==> config.mk <==
export PLATFORM = sky130hd
export DESIGN_NAME = mjq_mul
export DESIGN_NICKNAME = d
export VERILOG_FILES = /design/src/hdl/mjq_pkg.sv /design/src/hdl/mjq_mul.sv
export SDC_FILE = /design/constraint.sdc
export NUM_CORES = 2
export LEC_CHECK = 0
export BUFFER_PORTS_ARGS = -buffer_cell sky130_fd_sc_hd__buf_4
export CAP_MARGIN = 20
export CORE_MARGIN = 2
export CORE_UTILIZATION = 60
export DETAILED_ROUTE_END_ITERATION = 8
export GPL_TIMING_DRIVEN = 0
export MAX_ROUTING_LAYER = met4
export PLACE_DENSITY = 0.85
export SKIP_CTS_REPAIR_TIMING = 1
export SYNTH_ARGS = -nofsm -noshare
export SYNTH_HDL_FRONTEND = slang
export SYNTH_SLANG_ARGS = --single-unit
==> constraint.sdc <==
create_clock -name clk -period 8.9 [get_ports clk]
set_input_delay 0 -clock clk [delete_from_list [all_inputs] [get_ports clk]]
set_output_delay 0 -clock clk [all_outputs]
set_load 0.1 [all_outputs]
==> src/hdl/mjq_pkg.sv <==
// Shared constants and types for the minimum-jerk quintic time scaling core.
package mjq_pkg;

    localparam int WORD_W    = 32;
    localparam int MUL_W     = 160;
    localparam int MUL_WORDS = 5;
    localparam int NUM_W     = 132;
    localparam int DEN_W     = 160;
    localparam int QUO_W     = 64;
    localparam int STEP_W    = 8;

    localparam logic [MUL_W-1:0] TGT_VEL  = 160'd15 << 45;
    localparam logic [MUL_W-1:0] TGT_ACC  = 160'd24797005245 << 32;
    localparam logic [MUL_W-1:0] TGT_JERK = 160'd60 << 80;

    localparam logic [63:0] RATIO_INF = 64'hFFFF_FFFF_FFFF_FFFF;
    localparam logic [63:0] SAT_MAG   = 64'h7FFF_FFFF_FFFF_FFFF;

    localparam logic REG_JOINT_COUNT = 1'b0;
    localparam logic REG_ZERO_THRESH = 1'b1;

    typedef struct packed {
        logic              start;
        logic [STEP_W-1:0] steps;
    } mjq_div_ctl_t;

    typedef struct packed {
        logic done;
        logic ovf;
    } mjq_div_sts_t;

endpackage

==> src/hdl/mjq_mul.sv <==
// Word-serial multiplier: 160-bit operand times 32-bit word, one word a cycle.
module mjq_mul
    import mjq_pkg::*;
(
    input  logic              clk,
    input  logic              rst_n,
    input  logic              start,
    input  logic [MUL_W-1:0]  a,
    input  logic [WORD_W-1:0] b,
    output logic              done,
    output logic [MUL_W-1:0]  prod
);

    logic [MUL_W-1:0]    a_reg;
    logic [WORD_W-1:0]   b_reg;
    logic [MUL_W-1:0]    res_reg;
    logic [WORD_W-1:0]   carry_reg;
    logic [2:0]          cnt_reg;
    logic                busy_reg;
    logic                done_reg;
    logic [2*WORD_W-1:0] cur;

    assign cur = a_reg[WORD_W-1:0] * b_reg + (2*WORD_W)'(carry_reg);

    always_ff @(posedge clk or negedge rst_n)
    begin
        if (!rst_n)
        begin
            a_reg     <= '0;
            b_reg     <= '0;
            res_reg   <= '0;
            carry_reg <= '0;
            cnt_reg   <= '0;
            busy_reg  <= 1'b0;
            done_reg  <= 1'b0;
        end
        else
        begin
            done_reg <= 1'b0;
            if (start)
            begin
                a_reg     <= a;
                b_reg     <= b;
                res_reg   <= '0;
                carry_reg <= '0;
                cnt_reg   <= 3'(MUL_WORDS);
                busy_reg  <= 1'b1;
            end
            else if (busy_reg)
            begin
                res_reg   <= {cur[WORD_W-1:0], res_reg[MUL_W-1:WORD_W]};
                a_reg     <= a_reg >> WORD_W;
                carry_reg <= cur[2*WORD_W-1:WORD_W];
                cnt_reg   <= cnt_reg - 3'd1;
                if (cnt_reg == 3'd1)
                begin
                    busy_reg <= 1'b0;
                    done_reg <= 1'b1;
                end
            end
        end
    end

    assign done = done_reg;
    assign prod = res_reg;

endmodule

==> metrics.md <==
| Metric | Value |
|---|---|
| Post-DR wirelength/cell | 27.3 um |
| Layout area overhead | 15.4% |
| Clock sinks | 389 |
| Overall Global Routing Usage | 0.440 |
| IO Pins | 356 |
| FP Rows | 106 |
| Design Area, Final | 0.0584 sq mm |
| Most frequent cell after synthesis | inv_1 |
| Clk_skew | 32.5 ps |
| CP startpoint kind | flop |
| Hold Crit Class | in -> async |
| Max Clk Rate | 0.113 GHz |
| Initial Util | 0.606 |
| Via-to-Cell Ratio | 6.02 |
| Detailed Route Iter0 Violations | 4322 |
| Share of cells above drive strength 1 | 0.101 |
| Vias in the first global route | 42200 |
| Reg-to-Reg Start | a_reg[7] |
| Library cells used by synthesis | 75 |
| Dpl cell area | 0.0547 sq mm |
| Aggregate routed wire length | 191000 um |
| First-pass GRT wire length | 268000 um |
| ANT nets after route | 0 |
| H-tree Lvls | 2 |
| Core Footprint | 0.0836 sq mm |
| Initial antenna violation count | 19 |
| Status | finished with violations |
| Die W | 294 um |
| Final setup viols | 0 |
| Failing checks | DRC |
| Worst-path fanout max | 10 |
| Gr ovfl total | 0 |
| Fin. max-slew vios | 0 |
| Total CTS buffers | 44 |
| Number of synthesis warnings | 0 |
| Worst-path clk slew | 60 ps |
| First-pass DRT Iterations | 9 |
| Main area contributors after synthesis | fa_1, dfrtp_1, inv_1 |
| Synth top cells by count | inv_1, fa_1, nand2_1 |
| #FFs+latches synth | 389 |
| Final hold violations | 0 |
| Final #Nets | 7259 |
| CP Capture Type | flop |
| PortBufs | 355 |
| DP HPWL | 150000 um |
| Mapped Nets | 6655 |
| Cell taking the most area after synthesis | fa_1 |
| Yosys top cell area share | 0.367 |
| Tcrit/Tclk final | 0.992 |
| Via count | 42200 |
| Syn_area_per_cell | 9.61 sq um |
| Seq/Total Area, Yosys | 0.192 |
| Cells after synthesis | 5267 |
| Number of flops mapped to enable cells by yosys | 0 |
| Critical Path AT | 9310 ps |
| Clock buffer depth | 3 |
| Minimum clock period | 8830 ps |
| Post-Syn Area | 0.0506 sq mm |
| CTS root buffer | clkbuf_16 |
| Routability congestion estimate | 1.07 |
| Die Y-Extent | 294 um |
| Max-slew headroom | 0.254 |
| Hold Slack | 44.0 ps |
| CTS tree | done |
| Ys async rst share | 1.00 |
| CP Class | reg -> reg |
| Full die area | 0.0867 sq mm |
| Required time of the worst setup path | 9380 ps |
| DRC violations left | 2 |
| Worst setup path startpoint | a_reg[7] |
| Ys flop type | dfrtp_1 |
| Clk_lat worst skew | 610 ps |
| Maxcap violations | 0 |
| Pin count of the biggest net entering global routing | 125 |
| Actual slew at the worst max-slew pin | 1120 ps |
==> path summary, 6_finish.rpt <==
kind | end | slack, ps | cells after the start
worst max-delay path | carry_reg[27] | 70 | 26
worst min-delay path | b_reg[7] | 40 | 2
worst max register to register | carry_reg[27] | 70 | 26
worst min register to register | prod[2] | 520 | 2
max in group asynchronous | a_reg[121] | 7170 | 4
min in group clk | a_reg[77] | 60 | 3
==> metal layers <==
metal	up-vias	global-route usage	share of wire	wire, um
met4	0	0.241	0.075	14400
met1	21200	0.557	0.36	68500
met5	-	-	0	0
li1	17100	-	-	-
met3	824	0.133	0.13	24800
met2	3051	0.637	0.44	83500
==> metrics by stage <==
| step | setup WS (ps) | cells | TNS, ps | utilization |
|---|---|---|---|---|
| 2_1_floorplan | 1700 | 5267 | 0 | - |
| 3_3_place_gp | -485 | 6702 | -2130 | 0.654 |
| 3_5_place_dp | -223 | 6706 | -528 | 0.655 |
| 4_1_cts | -259 | 6783 | -722 | 0.672 |
| 5_1_grt | -0.990 | 7006 | -0.990 | 0.699 |
| 6_report | 67.2 | 7010 | 0 | 0.699 |
==> cell usage in the layout, fill, tap and decap left out, drive strengths merged, types with 77 or more instances in the layout <==
cell	netlist	final
dfrtp	389	389
nor2	206	206
ha	265	265
inv	1001	1003
and2	590	590
fa	928	928
nand2	658	658
buf	35	400
o21ai	208	208
dlygate4sd3	0	193
mux2i	298	298
a21oi	77	77
clkbuf	286	351
==> logic make-up (layout without fill, tap and decap cells) <==
family                     count (synthesis)  in the layout  share of synthesized area
DFF                                      389            389                      0.192
xor gates and xnor gates                  54             54                    0.00935
and+or+nand+nor                         1585           1585                      0.154
buffers and inverters                   1322           1957                     0.0990
other                                      0             28                          0
adders and majority gates               1193           1193                      0.433
AOI/OAI and AO/OA                        394            394                     0.0465
muxes                                    330            330                     0.0661
==> cell type report <==
cell class | instances | area (sq um)
Buffer | 321 | 1360
Clock buffer | 65 | 1320
Timing Repair Buffer | 558 | 4800
Clock inverter | 12 | 140
Multi-Input combinational cell | 3556 | 35900
Tap cell | 1080 | 1350
Sequential cell | 389 | 9740
Fill cell | 6094 | 25200
Antenna cell | 28 | 70.1
Inverter | 1001 | 3760
==> critical path, cell delays in order (launching register included) <==
cell       delay, ps
dfrtp_1          600
clkbuf_1         750
nand2_1          170
fa_1             550
inv_1             50
fa_1             480
fa_1             480
fa_1             520
fa_1             570
fa_1             450
fa_1             580
inv_1             90
fa_1             520
inv_1             60
ha_1             260
clkbuf_1         270
and4_1           350
nand4bb_1        200
nor2_1           300
o31ai_2          180
nand3b_1         140
buf_4            160
o21ai_2           90
o21ai_1          280
nand3_1          180
mux2i_1          160
a211o_1          260
Power is not shown: default switching activity piles up to over one toggle a cycle in this logic, so the estimate is an artifact.
